## src/rtl/pbf_pkg.sv

```systemverilog
// ----------------------------------------------------------------------------
// pbf_pkg: shared constants and types
// Geometry limits, field widths, register indexes and the command/status
// structs between the controller and the datapath.
// ----------------------------------------------------------------------------
package pbf_pkg;

  localparam int MAX_BITS   = 65536;
  localparam int MAX_PROBES = 16;
  localparam int MIN_BITS   = 16;

  localparam int HASH_W        = 32;
  localparam int COUNT_W       = 32;
  localparam int NUM_HASHES_W  = 5;
  localparam int FILTER_BITS_W = 17;

  localparam int CFG_IDX_W  = 1;
  localparam int CFG_DATA_W = FILTER_BITS_W;

  localparam logic [CFG_IDX_W-1:0] REG_NUM_HASHES  = CFG_IDX_W'(0);
  localparam logic [CFG_IDX_W-1:0] REG_FILTER_BITS = CFG_IDX_W'(1);

  localparam logic [NUM_HASHES_W-1:0]  NUM_HASHES_RST  = NUM_HASHES_W'(4);
  localparam logic [FILTER_BITS_W-1:0] FILTER_BITS_RST = FILTER_BITS_W'(65536);

  localparam logic OP_QUERY = 1'b0;
  localparam logic OP_ADD   = 1'b1;

  localparam int ADDR_W  = (MAX_BITS > 1) ? $clog2(MAX_BITS) : 1;
  localparam int SLOT_W  = $clog2(MAX_BITS + 1);
  localparam int KCNT_W  = $clog2(MAX_PROBES + 1);
  localparam int PROBE_W = (MAX_PROBES > 1) ? $clog2(MAX_PROBES) : 1;

  // Divider retires this many quotient bits per cycle.
  localparam int DIV_BITS_PER_CYC = 4;
  localparam int DIV_CYCLES       = HASH_W / DIV_BITS_PER_CYC;
  localparam int DIV_CNT_W        = (DIV_CYCLES > 1) ? $clog2(DIV_CYCLES) : 1;

  typedef struct packed {
    logic load;        // latch a new item, restart probe sequence
    logic slot_start;  // divide filter bits by probe count
    logic slot_load;   // capture slot width from divider
    logic probe_start; // divide probe hash by slot width
    logic rd;          // form probe index, read store
    logic check;       // fold read bit into all-set flag
    logic next;        // advance to next probe
    logic rewind;      // back to probe zero
    logic wr;          // set the bit of the current probe
    logic count;       // bump saturating add count
    logic clr;         // clearing-pass write
    logic out_load;    // load the result register
  } pbf_cmd_t;

  typedef struct packed {
    logic div_done;
    logic last_probe;
    logic add_new;
    logic clr_last;
    logic out_full;
  } pbf_stat_t;

endpackage

```

## src/rtl/pbf_ctrl.sv

```systemverilog
// ----------------------------------------------------------------------------
// pbf_ctrl: filter controller
// Sequences store clear, slot division, per-probe modulo and read, the
// optional set pass for a new add, and the hand-off to the result register.
// ----------------------------------------------------------------------------
module pbf_ctrl (
  input  logic               clk_i,
  input  logic               rst_ni,
  input  logic               in_valid_i,
  output logic               in_ready_o,
  input  pbf_pkg::pbf_stat_t stat_i,
  output pbf_pkg::pbf_cmd_t  cmd_o
);
  import pbf_pkg::*;

  typedef enum logic [3:0] {
    ST_CLEAR,
    ST_IDLE,
    ST_SLOT,
    ST_SLOT_WAIT,
    ST_PROBE,
    ST_PROBE_WAIT,
    ST_CHECK,
    ST_DECIDE,
    ST_WRITE,
    ST_FINISH
  } state_e;

  state_e state_q, state_d;

  always_comb begin
    cmd_o      = '0;
    state_d    = state_q;
    in_ready_o = 1'b0;
    unique case (state_q)
      ST_CLEAR: begin
        cmd_o.clr = 1'b1;
        if (stat_i.clr_last) state_d = ST_IDLE;
      end
      ST_IDLE: begin
        in_ready_o = 1'b1;
        if (in_valid_i) begin
          cmd_o.load = 1'b1;
          state_d    = ST_SLOT;
        end
      end
      ST_SLOT: begin
        cmd_o.slot_start = 1'b1;
        state_d          = ST_SLOT_WAIT;
      end
      ST_SLOT_WAIT: begin
        if (stat_i.div_done) begin
          cmd_o.slot_load = 1'b1;
          state_d         = ST_PROBE;
        end
      end
      ST_PROBE: begin
        cmd_o.probe_start = 1'b1;
        state_d           = ST_PROBE_WAIT;
      end
      ST_PROBE_WAIT: begin
        if (stat_i.div_done) begin
          cmd_o.rd = 1'b1;
          state_d  = ST_CHECK;
        end
      end
      ST_CHECK: begin
        cmd_o.check = 1'b1;
        if (stat_i.last_probe) begin
          cmd_o.rewind = 1'b1;
          state_d      = ST_DECIDE;
        end else begin
          cmd_o.next = 1'b1;
          state_d    = ST_PROBE;
        end
      end
      ST_DECIDE: begin
        state_d = stat_i.add_new ? ST_WRITE : ST_FINISH;
      end
      ST_WRITE: begin
        cmd_o.wr   = 1'b1;
        cmd_o.next = 1'b1;
        if (stat_i.last_probe) begin
          cmd_o.count = 1'b1;
          state_d     = ST_FINISH;
        end
      end
      ST_FINISH: begin
        if (!stat_i.out_full) begin
          cmd_o.out_load = 1'b1;
          state_d        = ST_IDLE;
        end
      end
      default: state_d = ST_IDLE;
    endcase
  end

  always_ff @(posedge clk_i or negedge rst_ni) begin
    if (!rst_ni) begin
      state_q <= ST_CLEAR;
    end else begin
      state_q <= state_d;
    end
  end

endmodule

```

## config.mk

```make
export PLATFORM = sky130hd
export DESIGN_NAME = pbf_ctrl
export DESIGN_NICKNAME = d
export VERILOG_FILES = /design/src/rtl/pbf_pkg.sv /design/src/rtl/pbf_ctrl.sv
export SDC_FILE = /design/constraint.sdc
export NUM_CORES = 1
export LEC_CHECK = 0
export ABC_AREA = 1
export BUFFER_PORTS_ARGS = -buffer_cell sky130_fd_sc_hd__buf_2
export CAP_MARGIN = 40
export CORE_AREA = 3 3 40 42
export DETAILED_ROUTE_END_ITERATION = 6
export DIE_AREA = 0 0 43 45
export SLEW_MARGIN = 10
export SYNTH_ARGS = -nofsm -noshare
export SYNTH_HDL_FRONTEND = slang
export SYNTH_SLANG_ARGS = --single-unit
```

## constraint.sdc

```tcl
create_clock -name clk_i -period 1.6 [get_ports clk_i]
set_input_delay 0.24 -clock clk_i [delete_from_list [all_inputs] [get_ports clk_i]]
set_output_delay 0.24 -clock clk_i [all_outputs]
set_load 0.05 [all_outputs]
```

==> run_results.csv, run 1 <==
group,metric,value,unit
timing,rsz0062_at_grt,"yes",
placement,placement.io_buffers,20,
setup_path,required,1.36,ns
pwr,peakVddDrop,0.00152,V
synth,yosysTopAreaCell,"dfrtp_1",
die,die_h,45,um
die,initial_utilization,36.3,%
setup_path,cp-end-kind,"primary output",
synth,synth-edff-count,0,
detailed_routing,drt-total-wl,1330,um
placement,gp_congestion,0.799,
synth,synth_fp_nets,89,
detailed_routing,wire_per_inst,10.7,um
synth,yosys_warnings,0,
clock_network,clk_path_buf_depth,2,
detailed_routing,drt_iter0_drc,3,
run_status,status,"completed",
detailed_routing,route.detailed.drc,0,
synth,synthDistinctLibCells,13,
clock_network,cts-buffers-inserted,3,
die,std_cell_rows,13,
flow_run,maxCapViolCount,0,
detailed_routing,met1Wirelength,594,um
finish,drive_gt1_share,58.7,%
timing,setup_viol,0,
synth,synth_area,467,um^2
setup_path,worstPathArrival,1.35,ns
placement,hpwl,1090,um
timing,maxSlewViolCount,0,
timing,hold_viol,0,
detailed_routing,vias_per_cell,4.60,
finish,largestRegisters,"state_q (4)",
clock_network,clkTransAtPathRegs,0.04,ns
clock_network,cts_tree,"yes",
detailed_routing,highest_layer,"met3",
die,num_io_pins,21,
clock_network,cts.sink_count,4,
timing,post-route-period-util,99.3,%
synth,ys_seq_area_share,21.4,%
synth,syn_inst,81,
detailed_routing,vias,571,
die,core_area,0.00128,mm^2
synth,avgSynthCellArea,5.76,um^2
pwr,p_leak,0.000460,uW
finish,regMostFlops,"state_q",
synth,yosys-top-cells-count,"nand2_1, inv_1, nand2_2, nand3_1, nor2_1",
setup_path,cp_max_fo,4,
die,die_area,0.00194,mm^2
finish,fin_util,63.2,%
detailed_routing,route.met3.wl,67,um
synth,postSynth.asyncResetShare,100,%
synth,synth_ff_type,"dfrtp_1",
grt,grt_pass1_vias,556,
setup_path,startpoint_type,"flop",
grt,grt_overflow,0,
setup_path,worstSetupPathType,"flop to primary output",
finish,largest_reg_flops,4,
synth,synth_top_area_share,21.4,%
grt,grt_pass1_wl,2300,um
detailed_routing,dr.pass1.iters,2,
clock_network,h-tree-depth,1,
timing,fmax,630,MHz
clock_network,clock_latency,0.23,ns
grt,grt_start_max_net_pins,8,
timing,min_period,1.59,ns
worst_hold_path,hold_path.class,"input port to asynchronous set/reset pin",
timing,skew,0.00416,ns
synth,yosysMostFrequentCell,"nand2_1",
finish,finish.net_count,119,
grt,grt_antenna_before_repair,0,
timing,worstMarginPinSlew,0.260,ns
timing,slew_headroom,82.6,%
detailed_routing,wl_met2,665,um
finish,areaGrowthSynthToFinish,74.0,%
pwr,power,1920,uW
die,die_w,43,um
detailed_routing,postRouteAntennaNets,0,
finish,filler_cell_count,123,
placement,dpl-instance-area,661,um^2
clock_network,cts-root-buf,"clkbuf_4",
synth,synth_seq_cells,4,
finish,design_area,812,um^2
pwr,p_per_area,2360,mW/mm^2
timing,finalSetupTns,0,ns
finish,diodes,0,
synth,netlist_top_cells_area,"dfrtp_1, nand2_1, inv_1",
grt,grt_use_total,16.0,%
timing,hold_slack,0.337,ns
## layout by cell type (no fill, tap or decap)
cell type      synthesis  layout
nand3_2                0       1
dlygate4sd3_1          0       1
nand2_4                1       2
nand2_2                8      10
inv_2                  2       3
nand3b_1               1       1
buf_8                  0       1
nor3_2                 0       1
buf_2                  0       8
nor3_4                 0       2
buf_6                  0       9
nor2_4                 2       5
inv_4                  0       1
nor2_2                 6       7
nor4_4                 0       1
dfrtp_2                0       4
nor2_1                 7       3
nand3_1                8       7
buf_4                  0       6
inv_1                 14      12
clkbuf_4               0       3
nand2_1               24      21
## metal layers
metal,global-route usage (%),vias to the layer above
met5,0,-
met4,9.04,0
met3,3.19,0
met2,27.2,14
met1,18.7,257
li1,-,300
## worst max-delay path: stages, from the launching register on
cell	delay, ns
dfrtp_2	0.46
buf_4	0.17
nor4_4	0.29
buf_6	0.20
## report_power, final
| part | internal (uW) | switching, uW |
|---|---|---|
| Sequential | 166 | 117 |
| Combinational | 525 | 986 |
| Clock | 83.8 | 40.2 |
## cell families after synthesis
kind of cell | share of synthesized area (%)
buf+inv | 12.9
flops | 21.4
simple gates | 65.7
## path summary, 6_finish.rpt
kind                                              from                      to  slack, ns  depth (start not counted)
worst max-delay path            state_q[2]$_DFFE_PN0P_                cmd_o[0]       0.01                          3
worst min-delay path                            rst_ni  state_q[1]$_DFFE_PN0P_       0.34                          2
worst max register to register  state_q[3]$_DFFE_PN0P_  state_q[0]$_DFFE_PN0P_       0.29                          8
worst min register to register  state_q[0]$_DFFE_PN0P_  state_q[0]$_DFFE_PN0P_       0.58                          2
max in group asynchronous                       rst_ni  state_q[2]$_DFFE_PN0P_       1.13                          2
min in group clk_i                           stat_i[3]  state_q[1]$_DFFE_PN0P_       0.42                          5
## layout make-up
class	instances	area (um^2)	share of cell area, %
Inverter	16	62.6	7.70
Clock buffer	3	22.5	2.77
Tap cell	15	18.8	2.31
Sequential cell	4	105	12.9
Timing Repair Buffer	25	211	26.0
Multi-Input combinational cell	61	392	48.2
## per-stage QoR
stage | setup WS [ns] | cells
floorplan | -0.0901 | 81
global placement | 0.131 | 118
detailed placement | 0.107 | 118
CTS | 0.000716 | 122
global route | -0.0504 | 124
finish | 0.0117 | 124
## what timing repair did
| action | 4_1_cts | 5_1_grt |
|---|---|---|
| endpoints found under the setup margin | 12 | 13 |
| endpoints found under the hold margin | 4 | 0 |
| resized for setup | 19 | 18 |
| setup buffers | 0 | 2 |
| hold buffers | 1 | 0 |
| pin swaps | 0 | 4 |
(Power assumes the default switching activity.)
==> run 2: changes to the inputs <==
- ABC_AREA: 1 -> not set
- CORE_AREA: 3 3 40 42 -> 2 2 39 41
- DIE_AREA: 0 0 43 45 -> 0 0 41 43
==> run 2 against run 1 <==
- the flow now finishes with violations (negative setup slack)
- non-clock buffer count is 11 higher
- final cell count shrank 16%
- via count down 5.1%
- combinational power up 27%
- sequential power decreased by 18%
- synthesized cell count fell by 35%
- area after synthesis down 2.9%
- clock skew is 0.0014 ns lower
- clock-buffer cell count stayed put
- global-route usage up 3.9 points
- critical path type unchanged
- critical endpoint is now cmd_o[5]
==> run_results.csv, run 2 <==
group,metric,value,unit
run_status,status,"finished, violations left",
run_status,violations,"negative setup slack",
synth,avgSynthCellArea,8.55,um^2
clock_network,clk_path_buf_depth,2,
pwr,p_leak,0.000411,uW
finish,areaGrowthSynthToFinish,108,%
synth,synth_adder_area_share,0,%
die,core_area,0.00138,mm^2
pwr,peakVddDrop,0.00134,V
timing,hold_slack,0.242,ns
synth,yosysTopAreaCell,"dfrtp_1",
worst_hold_path,worst_hold_path.endpoint,"state_q[2]$_DFFE_PN0P_",
placement,dpl-instance-area,711,um^2
detailed_routing,vias,542,
detailed_routing,drt_iter0_drc,12,
synth,yosysMostFrequentCell,"nor3_1",
grt,grt_start_max_net_pins,13,
synth,synth_seq_cells,4,
setup_path,cp-end-kind,"primary output",
die,die_h,43,um
timing,setup_viol,5,
setup_path,path_delay_family,"simple AND/OR/NAND/NOR gates",
detailed_routing,wire_per_inst,14.0,um
setup_path,required,1.36,ns
timing,slew_headroom,77.6,%
detailed_routing,drt-total-wl,1450,um
pwr,p_per_area,2420,mW/mm^2
detailed_routing,vias_per_cell,5.21,
finish,regMostFlops,"state_q",
clock_network,cts_tree,"yes",
setup_path,startpoint_type,"flop",
finish,layout.cells.non_filler,104,
setup_path,worstSetupPathType,"flop to primary output",
synth,synth_top_family_by_area,"simple AND/OR/NAND/NOR gates",
synth,synth_compound_area_share,21.8,%
detailed_routing,dr.pass1.iters,4,
synth,netlist_top_cells_area,"dfrtp_1, nor3_1, mux2_4",
synth,synth-edff-count,0,
placement,placement.io_buffers,20,
flow_run,maxCapViolCount,0,
synth,synth-simple-area-share,34.0,%
finish,diodes,0,
setup_path,r2r_start,"state_q[1]$_DFFE_PN0P_",
placement,post-place-cells,93,
grt,grt_antenna_before_repair,0,
clock_network,cts-buffers-inserted,3,
die,die_area,0.00176,mm^2
worst_hold_path,holdCritStartpoint,"stat_i[4]",
synth,synth_area,453,um^2
die,die_w,41,um
grt,grt_pass1_wl,2310,um
timing,maxSlewViolCount,0,
worst_hold_path,hold_depth,2,
setup_path,cpMaxStageDelayCell,"or3_4",
detailed_routing,postRouteAntennaNets,0,
grt,grt_use_total,19.8,%
synth,synthDistinctLibCells,35,
clock_network,cts.sink_count,4,
placement,gp_congestion,0.766,
finish,drive_gt1_share,79.5,%
synth,syn_inst,53,
timing,skew,0.00275,ns
clock_network,cts-root-buf,"clkbuf_4",
finish,final_common_cell,"buf_4",
timing,hold_viol,0,
setup_path,reg2reg_to,"state_q[2]$_DFFE_PN0P_",
finish,layout_common_cells,"buf_4, buf_6, buf_2",
synth,synth_fp_nets,61,
timing,worstMarginPinSlew,0.335,ns
synth,synth_ff_type,"dfrtp_1",
grt,grt_overflow,0,
setup_path,reg2reg_slack,0,ns
setup_path,critPathBufInv,2,
finish,design_area,943,um^2
detailed_routing,route.detailed.drc,0,
placement,hpwl,940,um
timing,fmax,594,MHz
finish,largest_reg_flops,4,
grt,grt_pass1_vias,532,
timing,post-route-period-util,105,%
clock_network,clock_latency,0.24,ns
worst_hold_path,hold_path.class,"input port to flop",
setup_path,cp_max_fo,3,
finish,largestRegisters,"state_q (4)",
synth,postSynth.asyncResetShare,100,%
die,std_cell_rows,14,
synth,synth_top_area_share,22.1,%
synth,synth_mux_area_share,8.84,%
setup_path,slowest_delay,0.37,ns
synth,yosys_warnings,0,
die,initial_utilization,32.7,%
finish,fin_util,68.2,%
timing,min_period,1.68,ns
synth,synth_xor_area_share,3.87,%
setup_path,crit_chain,"nand2b_4 -> or3_4 -> clkinvlp_4 -> a21o_4 -> buf_8",
clock_network,clkTransAtPathRegs,0.04,ns
setup_path,reg2reg_depth,7,
timing,setup_ws,-0.0826,ns
finish,finish.net_count,98,
synth,yosys-top-cells-count,"nor3_1, nor2_1, dfrtp_1",
clock_network,h-tree-depth,1,
setup_path,worstPathArrival,1.44,ns
timing,rsz0062_at_grt,"yes",
die,num_io_pins,21,
synth,ys_seq_area_share,22.1,%
-- run 2: where the power goes --
group / switching, uW / leakage, uW / total [uW] / internal, uW
Sequential: 69.0 / 0.0000463 / 233 / 164
Clock: 45.7 / 0.0000138 / 130 / 84.2
Combinational: 1020 / 0.000351 / 1920 / 898
-- run 2: cell type report --
type | instances | area, um^2
Timing Repair Buffer | 36 | 328
Multi-Input combinational cell | 42 | 454
Clock buffer | 3 | 22.5
Fill cell | 112 | 440
Inverter | 3 | 15.0
Tap cell | 16 | 20.0
Sequential cell | 4 | 104
-- run 2: kinds of logic after synthesis --
kind of cell,Yosys count
compound gates,10
mux,3
simple gates,27
xor+xnor,2
buf+inv,7
flops,4
-- run 2: worst reg2reg max path, delay by kind of cell (launching register included) --
family,cells,cell delay [ns]
compound gates,2,0.39
xor+xnor,1,0.16
buf+inv,3,0.42
flops,1,0.43
simple gates,1,0.12
-- run 2: worst max path at each step --
stage | startpoint | to | cells after the start
6_report | state_q[2]$_DFFE_PN0P_ | cmd_o[5] | 5
5_1_grt | state_q[2]$_DFFE_PN0P_ | cmd_o[7] | 5
4_1_cts | state_q[2]$_DFFE_PN0P_ | cmd_o[5] | 5
3_5_place_dp | state_q[0]$_DFFE_PN0P_ | state_q[3]$_DFFE_PN0P_ | 3
3_3_place_gp | state_q[0]$_DFFE_PN0P_ | state_q[3]$_DFFE_PN0P_ | 3
2_1_floorplan | state_q[3]$_DFFE_PN0P_ | cmd_o[11] | 3
-- run 2: repair_timing --
| item | 4_1_cts | 5_1_grt |
|---|---|---|
| hold buffers | 1 | 0 |
| setup buffers | 4 | 3 |
| gates resized for setup | 30 | 14 |
| endpoints found under the hold margin | 4 | 0 |
| pin swaps | 3 | 2 |
| endpoints found under the setup margin | 13 | 16 |
-- run 2: per-stage QoR --
stage / power [uW] / setup WS, ns / setup TNS (ns)
floorplan: 1380 / -0.259 / -0.580
global route: 2420 / -0.131 / -0.711
detailed placement: 1700 / 0.0276 / 0
finish: 2280 / -0.0826 / -0.152
CTS: 2080 / -0.0933 / -0.218
global placement: 1700 / 0.0447 / 0
-- run 2: routing by layer --
layer	part of all wire, %	track usage, %
met5	0	0
met4	1.3	13.3
met3	3.6	4.19
met1	39	22.4
met2	56	31.3
==> run 3: changes to the inputs <==
- SKIP_CTS_REPAIR_TIMING: not set -> 1
- TNS_END_PERCENT: not set -> 1
==> run 3 against run 2 <==
- the run still ends with negative setup slack left
- sequential power shrank 3%
- total power fell by 15%
- clock skew grew 0.00083 ns
- utilization is 11 points lower
- critical path depth stayed put
- global-route usage down 2.2 points
- setup slack worse by 0.011 ns
- fmax down 0.64%
- wire length decreased by 9.8%
- clock-buffer cell count unchanged
- largest power group unchanged
- highest routed layer unchanged
==> run_results.csv, run 3 (synthesis results as in run 2) <==
group,metric,value,unit
finish,multi_input_area,397,um^2
timing,maxSlewViolCount,0,
detailed_routing,postRouteAntennaNets,0,
detailed_routing,drt_iter0_drc,4,
setup_path,crit_end,"cmd_o[5]",
clock_network,clkTransAtPathRegs,0.04,ns
run_status,status,"finished, violations left",
grt,grt_pass1_wl,2110,um
grt,grt_pass1_vias,496,
setup_path,reg2reg_depth,5,
finish,filler_cell_count,124,
timing,skew,0.00358,ns
setup_path,worstPathArrival,1.45,ns
finish,regMostFlops,"state_q",
setup_path,required,1.36,ns
finish,largest_reg_flops,4,
timing,rsz0062_at_grt,"yes",
clock_network,clock_latency,0.24,ns
setup_path,reg2reg_slack,0.05,ns
pwr,p_per_area,2450,mW/mm^2
pwr,p_leak,0.000359,uW
finish,finish.net_count,90,
placement,placement.io_buffers,20,
setup_path,worstSetupPathType,"flop to primary output",
setup_path,reg2reg_to,"state_q[3]$_DFFE_PN0P_",
timing,setup_viol,6,
die,std_cell_rows,14,
finish,seqCellArea,103,um^2
detailed_routing,wire_per_inst,13.6,um
grt,grt_use_total,17.7,%
timing,slew_headroom,78.2,%
setup_path,cp-end-kind,"primary output",
timing,post-route-period-util,106,%
timing,setup_ws,-0.0935,ns
finish,largestRegisters,"state_q (4)",
detailed_routing,drt-total-wl,1310,um
clock_network,clk_path_buf_depth,2,
clock_network,cts-buffers-inserted,3,
timing,fmax,591,MHz
die,die_h,43,um
placement,dpl_worst_slack,0.0494,ns
detailed_routing,route.detailed.drc,0,
finish,drive_gt1_share,68.8,%
timing,min_period,1.69,ns
clock_network,h-tree-depth,1,
grt,grt_antenna_before_repair,0,
finish,final_common_cell,"buf_2",
clock_network,cts.sink_count,4,
clock_network,cts-root-buf,"clkbuf_4",
worst_hold_path,hold_path.class,"input port to flop",
placement,hpwl,905,um
timing,finalSetupTns,-0.243,ns
die,initial_utilization,32.7,%
flow_run,maxCapViolCount,0,
die,die_w,41,um
finish,diodes,0,
die,num_io_pins,21,
finish,areaGrowthSynthToFinish,74.9,%
detailed_routing,dr.pass1.iters,4,
timing,worstMarginPinSlew,0.326,ns
grt,grt_overflow,0,
clock_network,cts_tree,"yes",
setup_path,r2r_start,"state_q[3]$_DFFE_PN0P_",
die,die_area,0.00176,mm^2
placement,gp_congestion,0.691,
setup_path,startpoint_type,"flop",
setup_path,cp_max_fo,3,
grt,grt_start_max_net_pins,15,
run_status,violations,"negative setup slack",
placement,post-place-cells,90,
detailed_routing,vias,506,
die,core_area,0.00138,mm^2
setup_path,critPathLaunch,"state_q[2]$_DFFE_PN0P_",
timing,hold_viol,0,
finish,layout_common_cells,"buf_2, clkbuf_4, buf_6",
detailed_routing,vias_per_cell,5.27,
pwr,peakVddDrop,0.00115,V
finish,layout.cells.non_filler,96,
-- run 3: metrics by stage --
step / instance area (um^2) / hold slack (ns) / total power, uW / util, %
after floorplan: 504 / -0.0556 / 1300 / -
after global placement: 643 / 0.0456 / 1570 / 46.5
after detailed placement: 643 / 0.0469 / 1580 / 46.5
after CTS: 666 / -0.209 / 1710 / 48.1
after global routing: 792 / 0.223 / 2070 / 57.2
final: 792 / 0.232 / 1940 / 57.2
-- run 3: cell type report --
| type | instances | share of cell area, % |
|---|---|---|
| timing repair buffer | 28 | 30.2 |
| tap | 16 | 2.53 |
| clock buffer | 3 | 2.84 |
| multi-input combinational | 42 | 50.1 |
| inverter | 3 | 1.42 |
| sequential | 4 | 13.0 |
-- run 3: metal layers --
layer / vias to the layer above / GRT usage, % / routed length, um
met5: - / 0 / 0
met4: 0 / 12.0 / 47
met3: 7 / 3.14 / 46
met2: 15 / 25.0 / 686
met1: 239 / 23.3 / 528
li1: 245 / - / -
-- run 3: critical path, stage by stage, from the launching register on --
cell,delay [ns]
dfrtp_1,0.38
nand2b_4,0.15
or3_4,0.34
inv_2,0.07
a21o_1,0.10
buf_6,0.16
-- run 3: report_power, final --
| group | leakage [uW] | total (uW) | switching, uW | internal [uW] |
|---|---|---|---|---|
| clock network | 0.0000138 | 127 | 42.7 | 84.0 |
| logic | 0.000298 | 1590 | 905 | 682 |
| registers | 0.0000475 | 226 | 64.5 | 162 |
| total | 0.000359 | 1940 | 1010 | 927 |
-- run 3: worst min path at each step --
stage | startpoint | to | slack [ns] | cells past startpoint
after detailed placement | rst_ni | state_q[3]$_DFFE_PN0P_ | 0.05 | 1
after global routing | stat_i[4] | state_q[2]$_DFFE_PN0P_ | 0.22 | 2
after CTS | rst_ni | state_q[1]$_DFFE_PN0P_ | -0.21 | 1
after global placement | rst_ni | state_q[0]$_DFFE_PN0P_ | 0.05 | 1
after floorplan | rst_ni | state_q[0]$_DFFE_PN0P_ | -0.06 | 0
final | stat_i[4] | state_q[2]$_DFFE_PN0P_ | 0.23 | 2
